===== src/hw/rtl/rbe_isqrt.sv =====
// ----------------------------------------------------------------------------
// rbe_isqrt
// Pipelined integer square root, one root bit per stage, rounded to nearest.
// ----------------------------------------------------------------------------
module rbe_isqrt #(
    parameter int IW = 54,
    parameter int RW = IW / 2
) (
    input  logic          i_clk,
    input  logic          i_en,
    input  logic [IW-1:0] i_s,
    output logic [RW:0]   o_root
);
    logic [IW-1:0] r_rem  [RW];
    logic [RW-1:0] r_root [RW];
    logic [RW:0]   r_out;

    for (genvar k = 0; k < RW; k++) begin : g_stage
        localparam int B = RW - 1 - k;
        logic [IW-1:0] rem_in;
        logic [RW-1:0] root_in;
        logic [IW:0]   trial;
        logic [IW-1:0] n_rem;
        logic [RW-1:0] n_root;

        if (k == 0) begin : g_first
            assign rem_in  = i_s;
            assign root_in = '0;
        end else begin : g_next
            assign rem_in  = r_rem[k-1];
            assign root_in = r_root[k-1];
        end

        always_comb begin
            trial  = ((IW+1)'(root_in) << (B + 1)) | ((IW+1)'(1) << (2 * B));
            n_rem  = rem_in;
            n_root = root_in;
            if ({1'b0, rem_in} >= trial) begin
                n_rem  = rem_in - trial[IW-1:0];
                n_root = root_in | (RW'(1) << B);
            end
        end

        always_ff @(posedge i_clk) begin
            if (i_en) begin
                r_rem[k]  <= n_rem;
                r_root[k] <= n_root;
            end
        end
    end

    // round up when the remainder exceeds the floor root
    always_ff @(posedge i_clk) begin
        if (i_en) begin
            r_out <= {1'b0, r_root[RW-1]} +
                     ((r_rem[RW-1] > IW'(r_root[RW-1])) ? (RW+1)'(1) : (RW+1)'(0));
        end
    end

    assign o_root = r_out;
endmodule


===== config.mk =====
export PLATFORM = sky130hd
export DESIGN_NAME = rbe_isqrt
export DESIGN_NICKNAME = d
export VERILOG_FILES = /design/src/hw/rtl/rbe_isqrt.sv
export SDC_FILE = /design/constraint.sdc
export NUM_CORES = 2
export LEC_CHECK = 0
export BUFFER_PORTS_ARGS = -buffer_cell sky130_fd_sc_hd__buf_4
export CORE_ASPECT_RATIO = 1.25
export CORE_MARGIN = 2
export CORE_UTILIZATION = 55
export DETAILED_ROUTE_END_ITERATION = 10
export PLACE_DENSITY = 0.74
export SYNTH_ARGS = -nofsm -noshare
export SYNTH_HDL_FRONTEND = slang
export SYNTH_SLANG_ARGS = --single-unit

===== constraint.sdc =====
create_clock -name i_clk -period 3.85 [get_ports i_clk]
set_input_delay 0.1925 -clock i_clk [delete_from_list [all_inputs] [get_ports i_clk]]
set_output_delay 0.1925 -clock i_clk [all_outputs]
set_load 0.05 [all_outputs]

==> results.sh <==
export IMPL_critPathCaptureType="flop"
export IMPL_multi_input_comb_area_um2=31340
export IMPL_combPwrFrac_pct=21.4
export IMPL_numCtsBuffers=178
export IMPL_cp_max_fo=3
export IMPL_netlist_cell_type_count=89
export IMPL_drc=0
export IMPL_clkLatencyLatePin_ps=870
export IMPL_rsz_0062_raised_after_global_routing="true"
export IMPL_layout_cells_non_filler=9880
export IMPL_core_rowCount=165
export IMPL_wl_per_cell_um=20.28
export IMPL_worst_min_path_start="i_s[5]"
export IMPL_die_y_um=454.4
export IMPL_p_clk_share_pct=30.8
export IMPL_synth_xor_xnor_area_share_pct=6.750
export IMPL_cp_data_arrival_time_ps=4500
export IMPL_clock_root_buffer="sky130_fd_sc_hd__clkbuf_16"
export IMPL_area_delta_synth_final_pct=14.39
export IMPL_timing_critical_path_required_ps=4470
export IMPL_min_period_ps=3880
export IMPL_cell_area_after_synthesis_um2=89270
export IMPL_min_period_over_period_pct=100.8
export IMPL_r2r_worst_path_cells=22
export IMPL_min_to="r_rem[0][5]$_DFFE_PP_"
export IMPL_seq_area_frac_synth_pct=62.70
export IMPL_clock_skew_ps=89.79
export IMPL_setup_slack_ps=-30.36
export IMPL_timing_hold_worst_class="input port to flop"
export IMPL_synth_area_top_cells="sky130_fd_sc_hd__edfxtp_1 (63%), sky130_fd_sc_hd__ha_1 (6.1%), sky130_fd_sc_hd__xnor2_1 (3.4%)"
export IMPL_synth_top_area_share_pct=62.70
export IMPL_final_fill_count=11640
export IMPL_post_synth_fa_ha_maj_area_fraction_pct=6.055
export IMPL_routability_cong=0.9799
export IMPL_commonest_register_cell_after_synthesis="sky130_fd_sc_hd__edfxtp_1"
export IMPL_syn_inst=7048
export IMPL_power_switching_fraction_pct=28.73
export IMPL_detailed_place_hpwl_um=146600
export IMPL_die_area_um2=165600
export IMPL_critPathSlowestCell="sky130_fd_sc_hd__edfxtp_1"
export IMPL_setup_total_negative_slack_ps=-63.87
export IMPL_drv_cap=0
export IMPL_total_power_mw=57.79
export IMPL_min_delay_path_depth=2
export IMPL_finalNetCount=8056
export IMPL_crit_buf_inv=2
export IMPL_detail_route_iter0_violations=4245
export IMPL_slew_violations=0
export IMPL_post_synth_and_or_nand_nor_area_fraction_pct=11.80
export IMPL_grt_antenna_before_repair=4
export IMPL_initial_cell_density_of_the_core_pct=55.29
export IMPL_crit_reg2reg_capture="o_root[25]$_DFFE_PP_"
export IMPL_worst_pin_slew_ps=1125
export IMPL_most_common_cell_in_the_netlist="sky130_fd_sc_hd__edfxtp_1"
export IMPL_drt_total_wl_um=200400
export IMPL_clock_sinks=1864
export IMPL_gr_usage_all_layers_pct=23.99
export IMPL_max_slew_margin_pct=25.01
export IMPL_postSynth_asyncResetShare_pct=0
export IMPL_detailroute_via_count=57680
export IMPL_crit_chain="inv_2 -> ha_4 -> a21o_1 -> a21oi_2 -> nor2b_1 -> o31ai_1 -> o211ai_1 -> a221oi_2 -> o21ai_1 -> a221oi_2 -> a31oi_1 -> or3_4 -> ha_4 -> buf_6 -> and3_4 -> nand3_2 -> or2_4 -> nor2_4 -> nand2_4 -> nor2_4 -> nand3_2 -> xnor2_1"
export IMPL_number_of_buffers_on_the_longest_clock_path=3
export IMPL_num_io_pins=84
export IMPL_timing_final_setup_violations=3
export IMPL_final_seq_area_um2=55970
export IMPL_violations="setup timing"
export IMPL_synth_compound_area_share_pct=8.806
export IMPL_intPower_mw=41.19
export IMPL_gr_total_overflow=0
export IMPL_fmaxAchievable_mhz=257.7
export IMPL_cts_htree_levels=4
export IMPL_yosys_mux_area_fraction_pct=1.055
export IMPL_worst_setup_path_start_kind="flop"
export IMPL_dp_cells=9453
export IMPL_core_area_um2=161400
export IMPL_run_status="finished, violations left"
export IMPL_ant_nets=0
export IMPL_slowest_delay_ps=410
export IMPL_p_sw_mw=16.61
export IMPL_total_leakage_power_nw=39.18
export IMPL_grt_pass1_wl_um=307700
export IMPL_detail_route_first_pass_iterations=6
export IMPL_power_share_sequential_pct=47.8
export IMPL_synth_seq_cells=1864
export IMPL_synth_top_cells_by_count="sky130_fd_sc_hd__edfxtp_1 (1,864), sky130_fd_sc_hd__inv_1 (531), sky130_fd_sc_hd__nor2_1 (482)"
export IMPL_grt_start_max_net_pins=200
export IMPL_synth_net_count=7536
export IMPL_portBuffers=83
export IMPL_grt_pass1_vias=58530
export IMPL_syn_avg_cell_area_um2=12.67
export IMPL_vdd_ir_drop_max_mv=0.4737
export IMPL_route_detailed_vias_per_inst=5.838
export IMPL_timing_hold_ws_ps=50.63
export IMPL_timing_reg2reg_setup_slack_ps=-30
export IMPL_timing_worst_setup_path_type="flop to flop"
export IMPL_drive_gt1_share_pct=11.04
export IMPL_synth_warn=0
export IMPL_yosys_area_top_type="sky130_fd_sc_hd__edfxtp_1"
export IMPL_worst_path_dominant_cell_family="compound AO/OA/AOI/OAI gates"
export IMPL_worst_r2r_startpoint="r_root[26][3]$_DFFE_PP_"
export IMPL_crit_start="r_root[26][3]$_DFFE_PP_"
export IMPL_cts_tree="done"
export IMPL_synth_top_family_by_area="simple AND/OR/NAND/NOR gates"
export IMPL_number_of_flops_mapped_to_enable_cells_by_yosys=1864
export IMPL_die_width_um=364.3
export IMPL_clock_transition_time_at_the_flip_flop_clock_pins_of_the_worst_setup_and_hold_paths_ps=60
export IMPL_final_hold_vio_count=0
export IMPL_power_per_cell_area_nw_per_um2=565.9
==> cells by family (layout without fill, tap and decap cells) <==
| logic type | Yosys count | after routing |
|---|---|---|
| AND/OR/NAND/NOR | 2046 | 2046 |
| flip-flops | 1864 | 1864 |
| AO/OA/AOI/OAI | 1272 | 1272 |
| XOR/XNOR | 688 | 688 |
| buffers and inverters | 662 | 1322 |
| adder cells (fa/ha/maj) | 432 | 432 |
| multiplexers | 84 | 84 |
| other | 0 | 1 |
==> layer usage <==
| layer | share of wire [%] | GRT usage, % | wire length [um] |
|---|---|---|---|
| met4 | 6.8 | 15.23 | 13690 |
| met1 | 33 | 22.74 | 65860 |
| met2 | 56 | 47.29 | 112000 |
| met3 | 4.4 | 3.580 | 8827 |
| met5 | 0.013 | 0 | 26 |
==> worst max-delay path by stage <==
stage,endpoint,slack (ps),cells past startpoint
6_report,o_root[25]$_DFFE_PP_,-30,22
5_1_grt,o_root[26]$_DFFE_PP_,-110,20
4_1_cts,o_root[26]$_DFFE_PP_,-60,20
3_5_place_dp,r_rem[25][53]$_DFFE_PP_,-230,12
3_3_place_gp,o_root[25]$_DFFE_PP_,-350,21
2_1_floorplan,r_rem[16][27]$_DFFE_PP_,130,10
==> state kept, by name, indices dropped and copies added, names as in the netlist <==
signal,cells
o_root,28
r_rem,1458
r_root,378
==> area by class of cell <==
class                           count  area share (%)
Clock buffer                      212           4.487
Antenna cell                        1        0.002450
Inverter                          534           1.963
Clock inverter                    108           1.397
Timing Repair Buffer              468           3.988
Multi-Input combinational cell   4522           30.69
Tap cell                         2171           2.660
Sequential cell                  1864           54.81
==> per-stage QoR <==
stage / setup WS (ps) / cell area (um^2) / utilization [%]
floorplan: 127.6 / 89270 / -
detailed placement: -228.3 / 94500 / 58.54
global route: -110.8 / 102100 / 63.25
global placement: -347.5 / 94500 / 58.54
finish: -30.36 / 102100 / 63.25
CTS: -59.28 / 101600 / 62.94
==> timing repair <==
| action | CTS | global route |
|---|---|---|
| buffers inserted | 4 | 10 |
| pin swaps | 17 | 22 |
| setup endpoints to repair | 68 | 141 |
| hold buffers | 91 | 0 |
| hold endpoints to repair | 177 | 0 |
| gates resized for setup | 38 | 82 |
| cloned | 0 | 2 |
==> cells in the final DEF (no fill, tap or decap), types with 21 or more instances in the layout <==
| cell | count |
|---|---|
| sky130_fd_sc_hd__nand3_1 | 119 |
| sky130_fd_sc_hd__clkbuf_1 | 34 |
| sky130_fd_sc_hd__inv_1 | 530 |
| sky130_fd_sc_hd__ha_1 | 427 |
| sky130_fd_sc_hd__clkinv_2 | 31 |
| sky130_fd_sc_hd__o21ai_0 | 299 |
| sky130_fd_sc_hd__nor4_1 | 218 |
| sky130_fd_sc_hd__or3_1 | 73 |
| sky130_fd_sc_hd__clkinv_1 | 29 |
| sky130_fd_sc_hd__xnor2_1 | 341 |
| sky130_fd_sc_hd__edfxtp_1 | 1864 |
| sky130_fd_sc_hd__buf_4 | 347 |
| sky130_fd_sc_hd__clkbuf_16 | 180 |
| sky130_fd_sc_hd__nor3_1 | 193 |
| sky130_fd_sc_hd__o31ai_1 | 34 |
| sky130_fd_sc_hd__nor4b_1 | 25 |
| sky130_fd_sc_hd__nand4b_1 | 21 |
| sky130_fd_sc_hd__mux2_2 | 65 |
| sky130_fd_sc_hd__a21oi_1 | 419 |
| sky130_fd_sc_hd__nand2b_1 | 89 |
| sky130_fd_sc_hd__a31oi_1 | 32 |
| sky130_fd_sc_hd__o21a_1 | 75 |
| sky130_fd_sc_hd__nand4_1 | 107 |
| sky130_fd_sc_hd__and3_1 | 29 |
| sky130_fd_sc_hd__nor2_1 | 474 |
| sky130_fd_sc_hd__or2_2 | 30 |
| sky130_fd_sc_hd__or4_1 | 46 |
| sky130_fd_sc_hd__bufinv_16 | 22 |
| sky130_fd_sc_hd__dlygate4sd3_1 | 91 |
| sky130_fd_sc_hd__xor2_1 | 343 |
| sky130_fd_sc_hd__nor2b_1 | 62 |
| sky130_fd_sc_hd__o21bai_1 | 31 |
| sky130_fd_sc_hd__nand2_1 | 414 |
| sky130_fd_sc_hd__a21o_1 | 170 |
==> power groups by stage <==
stage,Combinational [mW],Sequential [mW],Clock (mW)
after floorplan,8.35,27.3,0
after global placement,11.6,27.9,0
after detailed placement,11.9,28.0,0
after CTS,12.1,27.6,18.1
after global routing,13.6,27.9,18.8
final,12.4,27.6,17.8
(Power assumes the default switching activity.)
